===== config.mk =====
export PLATFORM = sky130hd
export DESIGN_NAME = hex_key_string_entry_parser
export DESIGN_NICKNAME = d
export VERILOG_FILES = /design/src/rtl/hksp_pkg.sv /design/src/rtl/hksp_parser.sv /design/src/rtl/hksp_rsp_fifo.sv /design/src/rtl/hex_key_string_entry_parser.sv
export VERILOG_INCLUDE_DIRS = /design/src /design/src/rtl
export SDC_FILE = /design/constraint.sdc
export NUM_CORES = 1
export LEC_CHECK = 0
export ABC_AREA = 1
export BUFFER_PORTS_ARGS = -buffer_cell sky130_fd_sc_hd__buf_2
export CORE_MARGIN = 2
export CORE_UTILIZATION = 35
export CTS_BUF_LIST = sky130_fd_sc_hd__clkbuf_16
export DETAILED_ROUTE_END_ITERATION = 7
export PLACE_DENSITY = 0.61
export SETUP_SLACK_MARGIN = 0.1
export SYNTH_ARGS = -nofsm -noshare
export SYNTH_HDL_FRONTEND = slang
export SYNTH_SLANG_ARGS = --single-unit
export TNS_END_PERCENT = 100

===== constraint.sdc =====
create_clock -name clock -period 13.2 [get_ports clock]
set_input_delay 2.64 -clock clock [delete_from_list [all_inputs] [get_ports clock]]
set_output_delay 2.64 -clock clock [all_outputs]
set_load 0.02 [all_outputs]

===== src/rtl/assert_macros.svh =====
// ---------------------------------------------------------------------------
// assert_macros.svh
// shared concurrent assertion macros
// ---------------------------------------------------------------------------
`ifndef ASSERT_MACROS_SVH
`define ASSERT_MACROS_SVH

// same-cycle implication
`define ASSERT_IMPLIES(label, clk, rst, ante, cons, msg) \
   label: assert property (@(posedge clk) disable iff (rst) (ante) |-> (cons)) \
      else $error(msg);

// next-cycle implication
`define ASSERT_NEXT(label, clk, rst, ante, cons, msg) \
   label: assert property (@(posedge clk) disable iff (rst) (ante) |=> (cons)) \
      else $error(msg);

`endif


===== src/rtl/hksp_pkg.sv =====
// ---------------------------------------------------------------------------
// hksp_pkg
// types and constants of the hex key string entry parser
// ---------------------------------------------------------------------------
package hksp_pkg;

   localparam int RSP_DEPTH = 4;
   localparam int RSP_PTR_W = 2;
   localparam int RSP_CNT_W = 3;

   typedef enum logic [3:0] {
      PH_START   = 4'd0,
      PH_LEAD    = 4'd1,
      PH_ZERO    = 4'd2,
      PH_X       = 4'd3,
      PH_HEX     = 4'd4,
      PH_POSTHEX = 4'd5,
      PH_EQ      = 4'd6,
      PH_STR     = 4'd7,
      PH_ENDSTR  = 4'd8,
      PH_ESC     = 4'd9,
      PH_OCT     = 4'd10,
      PH_COMMENT = 4'd11,
      PH_HALT    = 4'd12
   } phase_type;

   typedef enum logic [1:0] {
      KIND_CHAR  = 2'd0,
      KIND_ENTRY = 2'd1,
      KIND_ERROR = 2'd2
   } kind_type;

   typedef struct packed {
      kind_type    kind;
      logic [7:0]  value_char;
      logic [31:0] entry_id;
      logic [15:0] line_number;
      logic        last_of_run;
   } rsp_item_type;

   typedef struct packed {
      logic         halted;
      logic [1:0]   count;
      rsp_item_type r1;
      rsp_item_type r0;
   } rsp_pair_type;

   typedef struct packed {
      logic [RSP_CNT_W-1:0] count;
   } fifo_status_type;

endpackage


===== src/rtl/hksp_parser.sv =====
// ---------------------------------------------------------------------------
// hksp_parser
// per-byte line parser: state registers and the results of one request
// ---------------------------------------------------------------------------
module hksp_parser #(
   parameter int VALUE_CAP = 2048,
   parameter int KEY_CAP   = 32
) (
   input  logic                 clock,
   input  logic                 reset,
   input  logic                 accept,
   input  logic [7:0]           text_byte,
   input  logic [15:0]          max_lines,
   output hksp_pkg::rsp_pair_type pair
);

   localparam int KLEN_W = $clog2(KEY_CAP);
   localparam int VLEN_W = $clog2(VALUE_CAP);
   localparam logic [KLEN_W-1:0] KLEN_MAX = KLEN_W'(KEY_CAP - 1);
   localparam logic [VLEN_W-1:0] VLEN_MAX = VLEN_W'(VALUE_CAP - 1);

   localparam logic [7:0] CH_NL    = 8'h0A;
   localparam logic [7:0] CH_TAB   = 8'h09;
   localparam logic [7:0] CH_SPACE = 8'h20;
   localparam logic [7:0] CH_HASH  = 8'h23;
   localparam logic [7:0] CH_QUOTE = 8'h22;
   localparam logic [7:0] CH_BSL   = 8'h5C;
   localparam logic [7:0] CH_EQ    = 8'h3D;
   localparam logic [7:0] CH_ZERO  = 8'h30;
   localparam logic [7:0] CH_SEVEN = 8'h37;

   hksp_pkg::phase_type  phase_ff, phase_in;
   logic [15:0]          line_ff, line_in;
   logic [31:0]          id_ff, id_in;
   logic [KLEN_W-1:0]    klen_ff, klen_in;
   logic [VLEN_W-1:0]    vlen_ff, vlen_in;
   logic [8:0]           oct_ff, oct_in;
   logic [1:0]           ocnt_ff, ocnt_in;

   logic [7:0]  c;
   logic        is_hex, is_blank, is_space, is_oct;
   logic [3:0]  hex_val;
   logic [15:0] line_sat;

   assign c = text_byte;

   always_comb begin
      is_hex  = 1'b1;
      hex_val = 4'd0;
      if (c >= 8'h30 && c <= 8'h39) begin
         hex_val = c[3:0];
      end else if ((c >= 8'h61 && c <= 8'h66) || (c >= 8'h41 && c <= 8'h46)) begin
         hex_val = c[3:0] + 4'd9;
      end else begin
         is_hex = 1'b0;
      end
   end

   assign is_blank = (c == CH_SPACE) || (c == CH_TAB);
   assign is_space = (c == CH_SPACE) || (c >= 8'h09 && c <= 8'h0D);
   assign is_oct   = (c >= CH_ZERO) && (c <= CH_SEVEN);
   assign line_sat = (line_ff != 16'hFFFF) ? line_ff + 16'd1 : line_ff;

   always_comb begin
      logic              err, entry, clear_line;
      logic              cha_v, chb_v;
      logic [7:0]        cha, chb;
      logic [VLEN_W-1:0] vl;
      logic [1:0]        n;
      hksp_pkg::rsp_item_type r0, r1, it;

      phase_in   = phase_ff;
      line_in    = line_ff;
      id_in      = id_ff;
      klen_in    = klen_ff;
      oct_in     = oct_ff;
      ocnt_in    = ocnt_ff;
      err        = 1'b0;
      entry      = 1'b0;
      clear_line = 1'b0;
      cha_v      = 1'b0;
      chb_v      = 1'b0;
      cha        = 8'd0;
      chb        = 8'd0;

      if (accept) begin
         unique case (phase_ff)
            hksp_pkg::PH_START, hksp_pkg::PH_LEAD: begin
               if (phase_ff == hksp_pkg::PH_START) begin
                  line_in = line_sat;
                  if (line_sat >= max_lines) begin
                     err = 1'b1;
                  end
               end
               if (!err) begin
                  if (c == CH_NL) begin
                     phase_in = hksp_pkg::PH_START;
                  end else if (is_space) begin
                     phase_in = hksp_pkg::PH_LEAD;
                  end else if (c == CH_HASH) begin
                     phase_in = hksp_pkg::PH_COMMENT;
                  end else if (c == CH_ZERO) begin
                     if (klen_ff < KLEN_MAX) klen_in = klen_ff + 1'b1;
                     phase_in = hksp_pkg::PH_ZERO;
                  end else begin
                     err = 1'b1;
                  end
               end
            end
            hksp_pkg::PH_ZERO: begin
               if (c == 8'h78 || c == 8'h58) begin
                  if (klen_ff < KLEN_MAX) klen_in = klen_ff + 1'b1;
                  phase_in = hksp_pkg::PH_X;
               end else begin
                  err = 1'b1;
               end
            end
            hksp_pkg::PH_X, hksp_pkg::PH_HEX: begin
               if (is_hex) begin
                  if (klen_ff < KLEN_MAX) begin
                     klen_in = klen_ff + 1'b1;
                     id_in   = {id_ff[27:0], hex_val};
                  end
                  phase_in = hksp_pkg::PH_HEX;
               end else if (phase_ff == hksp_pkg::PH_HEX && is_blank) begin
                  phase_in = hksp_pkg::PH_POSTHEX;
               end else if (phase_ff == hksp_pkg::PH_HEX && c == CH_EQ) begin
                  phase_in = hksp_pkg::PH_EQ;
               end else begin
                  err = 1'b1;
               end
            end
            hksp_pkg::PH_POSTHEX: begin
               if (c == CH_EQ) begin
                  phase_in = hksp_pkg::PH_EQ;
               end else if (!is_blank) begin
                  err = 1'b1;
               end
            end
            hksp_pkg::PH_EQ: begin
               if (c == CH_QUOTE) begin
                  phase_in = hksp_pkg::PH_STR;
               end else if (!is_blank) begin
                  err = 1'b1;
               end
            end
            hksp_pkg::PH_STR: begin
               if (c == CH_QUOTE) begin
                  phase_in = hksp_pkg::PH_ENDSTR;
               end else if (c == CH_BSL) begin
                  phase_in = hksp_pkg::PH_ESC;
               end else if (c == CH_NL) begin
                  err = 1'b1;
               end else begin
                  chb_v = 1'b1;
                  chb   = c;
               end
            end
            hksp_pkg::PH_ENDSTR: begin
               if (c == CH_NL) begin
                  entry      = 1'b1;
                  clear_line = 1'b1;
               end else if (c == CH_QUOTE) begin
                  phase_in = hksp_pkg::PH_STR;
               end else if (!is_blank) begin
                  err = 1'b1;
               end
            end
            hksp_pkg::PH_ESC: begin
               if (is_oct) begin
                  oct_in   = {6'd0, c[2:0]};
                  ocnt_in  = 2'd1;
                  phase_in = hksp_pkg::PH_OCT;
               end else begin
                  chb_v = 1'b1;
                  case (c)
                     8'h74:   chb = 8'h09;
                     8'h6E:   chb = 8'h0A;
                     8'h62:   chb = 8'h08;
                     8'h72:   chb = 8'h0D;
                     default: chb = c;
                  endcase
                  phase_in = hksp_pkg::PH_STR;
               end
            end
            hksp_pkg::PH_OCT: begin
               if (ocnt_ff < 2'd3 && is_oct) begin
                  oct_in  = {oct_ff[5:0], c[2:0]};
                  ocnt_in = ocnt_ff + 2'd1;
               end else begin
                  cha_v    = 1'b1;
                  cha      = oct_ff[7:0];
                  oct_in   = 9'd0;
                  ocnt_in  = 2'd0;
                  phase_in = hksp_pkg::PH_STR;
                  if (c == CH_QUOTE) begin
                     phase_in = hksp_pkg::PH_ENDSTR;
                  end else if (c == CH_BSL) begin
                     phase_in = hksp_pkg::PH_ESC;
                  end else if (c == CH_NL) begin
                     err = 1'b1;
                  end else begin
                     chb_v = 1'b1;
                     chb   = c;
                  end
               end
            end
            hksp_pkg::PH_COMMENT: begin
               if (c == CH_NL) phase_in = hksp_pkg::PH_START;
            end
            default: begin
            end
         endcase
      end

      // entry result or value characters in order, each under the value cap
      n  = 2'd0;
      vl = vlen_ff;
      r0 = '0;
      r1 = '0;
      it = '0;
      it.line_number = line_in;
      if (entry) begin
         r0          = it;
         r0.kind     = hksp_pkg::KIND_ENTRY;
         r0.entry_id = id_ff;
         n           = 2'd1;
      end
      if (cha_v && vl < VLEN_MAX) begin
         vl            = vl + 1'b1;
         r0            = it;
         r0.kind       = hksp_pkg::KIND_CHAR;
         r0.value_char = cha;
         n             = 2'd1;
      end
      if (chb_v && vl < VLEN_MAX) begin
         vl = vl + 1'b1;
         if (n == 2'd0) begin
            r0            = it;
            r0.kind       = hksp_pkg::KIND_CHAR;
            r0.value_char = chb;
            n             = 2'd1;
         end else begin
            r1            = it;
            r1.kind       = hksp_pkg::KIND_CHAR;
            r1.value_char = chb;
            n             = 2'd2;
         end
      end
      vlen_in = vl;

      if (clear_line) begin
         id_in    = 32'd0;
         klen_in  = '0;
         vlen_in  = '0;
         oct_in   = 9'd0;
         ocnt_in  = 2'd0;
         phase_in = hksp_pkg::PH_START;
      end

      if (err) begin
         r0       = it;
         r0.kind  = hksp_pkg::KIND_ERROR;
         r1       = '0;
         n        = 2'd1;
         phase_in = hksp_pkg::PH_HALT;
      end

      r0.last_of_run = (n == 2'd1);
      r1.last_of_run = (n == 2'd2);

      pair.halted = (phase_ff != hksp_pkg::PH_START)   && (phase_ff != hksp_pkg::PH_LEAD)
                 && (phase_ff != hksp_pkg::PH_ZERO)    && (phase_ff != hksp_pkg::PH_X)
                 && (phase_ff != hksp_pkg::PH_HEX)     && (phase_ff != hksp_pkg::PH_POSTHEX)
                 && (phase_ff != hksp_pkg::PH_EQ)      && (phase_ff != hksp_pkg::PH_STR)
                 && (phase_ff != hksp_pkg::PH_ENDSTR)  && (phase_ff != hksp_pkg::PH_ESC)
                 && (phase_ff != hksp_pkg::PH_OCT)     && (phase_ff != hksp_pkg::PH_COMMENT);
      pair.count  = n;
      pair.r0     = r0;
      pair.r1     = r1;
   end

   always_ff @(posedge clock) begin
      if (reset) begin
         phase_ff <= hksp_pkg::PH_START;
         line_ff  <= 16'd0;
         id_ff    <= 32'd0;
         klen_ff  <= '0;
         vlen_ff  <= '0;
         oct_ff   <= 9'd0;
         ocnt_ff  <= 2'd0;
      end else begin
         phase_ff <= phase_in;
         line_ff  <= line_in;
         id_ff    <= id_in;
         klen_ff  <= klen_in;
         vlen_ff  <= vlen_in;
         oct_ff   <= oct_in;
         ocnt_ff  <= ocnt_in;
      end
   end

endmodule


===== src/rtl/hksp_rsp_fifo.sv =====
// ---------------------------------------------------------------------------
// hksp_rsp_fifo
// result queue: takes up to two results a cycle and, while popped, gives one a cycle
// ---------------------------------------------------------------------------
module hksp_rsp_fifo (
   input  logic                       clock,
   input  logic                       reset,
   input  hksp_pkg::rsp_pair_type     pair,
   input  logic                       pop,
   output logic                       out_valid,
   output hksp_pkg::rsp_item_type     out_item,
   output hksp_pkg::fifo_status_type  status
);

   hksp_pkg::rsp_item_type mem [hksp_pkg::RSP_DEPTH];

   logic [hksp_pkg::RSP_PTR_W-1:0] wr_ff, wr_in, rd_ff, rd_in, wr_next;
   logic [hksp_pkg::RSP_CNT_W-1:0] cnt_ff, cnt_in;
   logic                           do_pop;

   assign out_valid = (cnt_ff != '0);
   assign out_item  = mem[rd_ff];
   assign do_pop    = pop && out_valid;
   assign wr_next   = wr_ff + 1'b1;

   always_comb begin
      wr_in  = wr_ff + hksp_pkg::RSP_PTR_W'(pair.count);
      rd_in  = do_pop ? rd_ff + 1'b1 : rd_ff;
      cnt_in = cnt_ff + hksp_pkg::RSP_CNT_W'(pair.count)
             - hksp_pkg::RSP_CNT_W'(do_pop);
   end

   assign status.count = cnt_ff;

   always_ff @(posedge clock) begin
      if (pair.count != 2'd0) begin
         mem[wr_ff] <= pair.r0;
      end
      if (pair.count == 2'd2) begin
         mem[wr_next] <= pair.r1;
      end
   end

   always_ff @(posedge clock) begin
      if (reset) begin
         wr_ff  <= '0;
         rd_ff  <= '0;
         cnt_ff <= '0;
      end else begin
         wr_ff  <= wr_in;
         rd_ff  <= rd_in;
         cnt_ff <= cnt_in;
      end
   end

endmodule


===== src/rtl/hex_key_string_entry_parser.sv =====
// ---------------------------------------------------------------------------
// hex_key_string_entry_parser
// parses 0xHEX = "value" lines one byte at a time and streams the results
// ---------------------------------------------------------------------------
//  channel  direction  payload
//  req_     in         tdata: text_byte
//  rsp_     out        tdata: value_char, entry_id, line_number; tuser: kind;
//                      tlast: last_of_run
//  csr_     in         data: max_lines
//
//  one byte a cycle, if req_tready; a byte gives zero, one or two results,
//  which the result queue (four entries) hands out one a cycle, if rsp_tready
//  req_tready is high while the queue has room for two results
//  results leave the cycle after the request at the earliest
//  synchronous reset; the parser halts after an error until reset
// ---------------------------------------------------------------------------
`include "assert_macros.svh"

module hex_key_string_entry_parser #(
   parameter int VALUE_CAP = 2048,
   parameter int KEY_CAP   = 32
) (
   input  logic        clock,
   input  logic        reset,
   input  logic        req_tvalid,
   output logic        req_tready,
   input  logic [7:0]  req_tdata,   // [7:0] text_byte
   output logic        rsp_tvalid,
   input  logic        rsp_tready,
   output logic [55:0] rsp_tdata,   // [7:0] value_char, [39:8] entry_id, [55:40] line_number
   output logic [1:0]  rsp_tuser,   // [1:0] kind
   output logic        rsp_tlast,
   input  logic        csr_valid,
   output logic        csr_ready,
   input  logic [15:0] csr_data     // [15:0] max_lines
);

   logic [15:0]               max_lines_ff;
   logic                      req_accept;
   hksp_pkg::rsp_pair_type    pair;
   hksp_pkg::rsp_item_type    item;
   hksp_pkg::fifo_status_type fifo_status;

   assign csr_ready  = 1'b1;
   assign req_tready = (fifo_status.count <= hksp_pkg::RSP_CNT_W'(hksp_pkg::RSP_DEPTH - 2));
   assign req_accept = req_tvalid && req_tready;

   always_ff @(posedge clock) begin
      if (reset) begin
         max_lines_ff <= 16'd2047;
      end else if (csr_valid && csr_ready) begin
         max_lines_ff <= csr_data;
      end
   end

   hksp_parser #(
      .VALUE_CAP (VALUE_CAP),
      .KEY_CAP   (KEY_CAP)
   ) u_parser (
      .clock     (clock),
      .reset     (reset),
      .accept    (req_accept),
      .text_byte (req_tdata),
      .max_lines (max_lines_ff),
      .pair      (pair)
   );

   hksp_rsp_fifo u_fifo (
      .clock     (clock),
      .reset     (reset),
      .pair      (pair),
      .pop       (rsp_tready),
      .out_valid (rsp_tvalid),
      .out_item  (item),
      .status    (fifo_status)
   );

   assign rsp_tdata = {item.line_number, item.entry_id, item.value_char};
   assign rsp_tuser = item.kind;
   assign rsp_tlast = item.last_of_run;

   `ASSERT_IMPLIES(a_fifo_bound, clock, reset, 1'b1,
      fifo_status.count <= hksp_pkg::RSP_CNT_W'(hksp_pkg::RSP_DEPTH), "result queue overflow")
   `ASSERT_NEXT(a_halt_after_error, clock, reset,
      (pair.count != 2'd0) && (pair.r0.kind == hksp_pkg::KIND_ERROR), pair.halted,
      "parser not halted after error")
   `ASSERT_IMPLIES(a_halted_silent, clock, reset, pair.halted, pair.count == 2'd0,
      "result produced while halted")
   `ASSERT_IMPLIES(a_single_result_kinds, clock, reset,
      rsp_tvalid && (rsp_tuser != hksp_pkg::KIND_CHAR), rsp_tlast,
      "entry or error result without last flag")

endmodule

==> impl_metrics.toml <==
[synthesis]
synth_top_family_by_area = "simple AND/OR/NAND/NOR gates"
syn_area_per_cell_um2 = 6.94
syn_area_um2 = 18500
ys_warn_count = 0
synth_edf_count = 100
synth_cell_types = 51
synth_ff_type = "dfxtp_1"
yosysMostFrequentCell = "nand2_1"
synthXorXnorAreaFrac = 0.0119
ys_ff_latch = 339
synth_area_leaders = "dfxtp_1, edfxtp_1, nand2_1"
yosys-top-cells-count = "nand2_1, nor2_1, o21ai_0, dfxtp_1, nand3_1"
muxShareOfSynthArea = 0
synth_top_area_share = 0.259
netlist_instances = 2660
synth.largest_area_cell = "dfxtp_1"
synthAdderAreaFrac = 0.0221
synth-async-reset-ratio = 0
synth_compound_gate_area_share = 0.149
synthSimpleGateAreaFrac = 0.314
ys_seq_area_frac = 0.422
syn_nets = 2721

[sta]
rsz0062_at_grt = "no"
max_clock_freq_ghz = 0.126
hold_violations = 0
slew_violations = 0
setup_viol = 0
tns_ns = 0
fin_crit_ns = 7.96
fin_skew_ns = 0.0219
min_period_over_period = 0.603
worst_pin_slew_ns = 1.28
slew_headroom = 0.147

[floorplanning]
num_io_pins = 91
die_y_um = 234
start_util = 0.353
core-area_um2 = 52300
die_area_um2 = 54600
rows = 84
die_width_um = 234

[clocking]
cts.sinks = 339
holdBufCountCts = 0
cts_buffers = 39
postCtsSetupRepairBufs = 0
clk_pin_slew_ns = 0.06
insertion_delay_ns = 0.56
root_buffer = "clkbuf_16"
cts_max_level = 2
cts_tree = "built"
clockBufferDepth = 3
cts-resized-gates = 0

[critical_path]
cp_top_family = "simple AND/OR/NAND/NOR gates"
path_buf_inv = 7
cp_data_arrival_time_ns = 8.16
critPathMaxStageDelay_ns = 0.80
start_kind = "primary input"
cpMaxStageDelayCell = "buf_4"
worst_ep_required_time_ns = 13.40
crit_top_cell = "buf_4"
worstPathMaxFanout = 112
critPathKind = "primary input to flip-flop"
crit_chain = "buf_2 -> inv_1 -> nor3_4 -> nand3_2 -> nor2_2 -> nand2_1 -> nand2_2 -> nand3_4 -> nor2_4 -> a21boi_0 -> buf_4 -> ha_1 -> clkinv_1 -> nand3_4 -> buf_4 -> nand2_1 -> buf_4 -> nand2_1 -> buf_4"
crit_path_end_kind = "flip-flop"

[pwr]
internal_power_mw = 2.50
switching_power_mw = 1.74
swShare = 0.411
pwr-share-seq = 0.361
power_density_nw_per_um2 = 207
p_leak_nw = 9.37
combPwrFrac = 0.383
peakVddDrop_v = 0.0000949
power_mw = 4.25
clkPwrFrac = 0.255

[outcome]
status = "completed"

[place]
dp_hpwl_mm = 36.1
io_buffers = 89
gp_congestion = 0.913

[routing]
via_count = 17558
wirelength_mm = 56.0
drc = 0
wl_per_cell_um = 16.6
antenna_left = 0
drt_first_pass_iters = 6
first_iter_violations = 1349
viasPerCell = 5.21

[layout]
diodes = 0
areaGrowthSynthToFinish_pct = 11.1
nets = 2713
layout-drive-gt1-share = 0.0873
multiInputGateArea_um2 = 9200
regArea_um2 = 7790
nFillCells = 5449

[grt]
grt_pass1_wl_mm = 88.6
grt_max_degree = 113
grt_pass1_vias = 16475
track_usage = 0.203
antenna_found_initial = 0
grt_overflow = 0

[worst_hold_path]
hp-class = "flip-flop to flip-flop"

[job]
cap_violations = 0
[final cells by class]
cell class,instances,area share
multi-input cells,1951,0.448
flip-flops and latches,339,0.380
clock buffers,41,0.0500
well taps,688,0.0420
inverters,210,0.0385
repair buffers,111,0.0298
clock inverters,28,0.0117
[kinds of logic (layout without fill, tap and decap cells)]
kind of cell               after synthesis  after routing
buffers and inverters                  370            390
and+or+nand+nor                       1367           1367
xor gates and xnor gates                25             25
DFF                                    339            339
adders and majority gates               32             32
AOI/OAI and AO/OA                      526            526
other                                    1              1
[through the flow]
step	area [um2]	hold slack (ns)	cells	util	setup slack, ns
floorplan	18500	0.435	2660	-	6.86
global placement	19300	0.443	3299	0.368	4.91
detailed placement	19300	0.459	3299	0.368	4.82
CTS	20500	0.468	3368	0.392	5.38
global route	20500	0.493	3368	0.392	4.72
finish	20500	0.468	3368	0.392	5.24
[state kept, by name, summed over array words and instances (netlist names), named ones only]
name and cells:
u_parser.oct_ff 8, u_parser.klen_ff 5, u_fifo.status 3, max_lines_ff 16, u_parser.phase_ff 4, u_fifo.wr_ff 2
u_parser.id_ff 32, u_parser.ocnt_ff 2, u_fifo.mem 236, u_parser.line_ff 16, u_parser.vlen_ff 11, u_fifo.rd_ff 2
[power by group through the flow]
stage / clock network (mW) / registers, mW / logic (mW)
detailed placement: 0 / 1.55 / 1.62
finish: 1.08 / 1.53 / 1.63
floorplan: 0 / 1.50 / 1.18
CTS: 1.11 / 1.53 / 1.63
global route: 1.15 / 1.56 / 1.82
global placement: 0 / 1.54 / 1.59
[placed cells by master (no fill, tap or decap), types with 2 or more instances in the layout]
| cell type | count |
|---|---|
| nor3_1 | 19 |
| and2_1 | 3 |
| nand3_4 | 2 |
| o211ai_1 | 2 |
| nand2_2 | 11 |
| nand4_1 | 20 |
| o21ai_1 | 25 |
| a211oi_1 | 2 |
| nor2_1 | 464 |
| xnor2_1 | 2 |
| clkbuf_16 | 41 |
| nor2_4 | 5 |
| nand2_4 | 8 |
| o21ai_0 | 247 |
| nand2_1 | 593 |
| o21a_1 | 7 |
| buf_2 | 89 |
| or2_2 | 5 |
| buf_4 | 22 |
| nand3_1 | 213 |
| o21bai_1 | 2 |
| clkinv_2 | 8 |
| nand4_4 | 4 |
| a31oi_1 | 2 |
| o22ai_1 | 47 |
| nor2_2 | 8 |
| nand3b_1 | 3 |
| and3_1 | 2 |
| inv_2 | 14 |
| dfxtp_1 | 237 |
| ha_1 | 31 |
| nand4_2 | 2 |
| bufinv_16 | 4 |
| xor2_1 | 23 |
| clkinv_1 | 15 |
| a21oi_1 | 187 |
| edfxtp_1 | 100 |
| inv_1 | 195 |
[worst register-to-register path: stages (launching register included)]
cell and delay (ns):
dfxtp_1 0.42, ha_1 0.24, nand2_1 0.11, nor2_1 0.21, nand4_1 0.40, and3_1 0.31
xnor2_1 0.27, inv_1 0.09, ha_1 0.30, nand2_1 0.06, o21ai_0 0.09, a21oi_1 0.17
nand3_1 0.15, nand2_1 0.17, nand3_1 0.14, nand2_2 0.15, buf_4 0.50, nand4_4 0.75
nand2_1 1.28
[path summary, 6_finish.rpt]
check | startpoint | endpoint | slack [ns] | cells after the start
max | req_tvalid | u_fifo.mem[1][16] | 5.24 | 19
min reg2reg | u_fifo.rd_ff[0] | flip-flop | 0.47 | 1
max reg2reg | u_parser.line_ff[0] | u_fifo.mem[2][56] | 6.97 | 18
min | u_fifo.rd_ff[0] | flip-flop | 0.47 | 1
[metal layers]
metal | global-route usage | vias to the layer above | wire length (um)
met5 | 0 | - | 0
met4 | 0.0617 | 0 | 1300
met3 | 0.0315 | 89 | 3680
met2 | 0.337 | 584 | 25900
met1 | 0.273 | 8198 | 25100
li1 | - | 8687 | -
No activity file was read; power rests on OpenSTA's default activity.
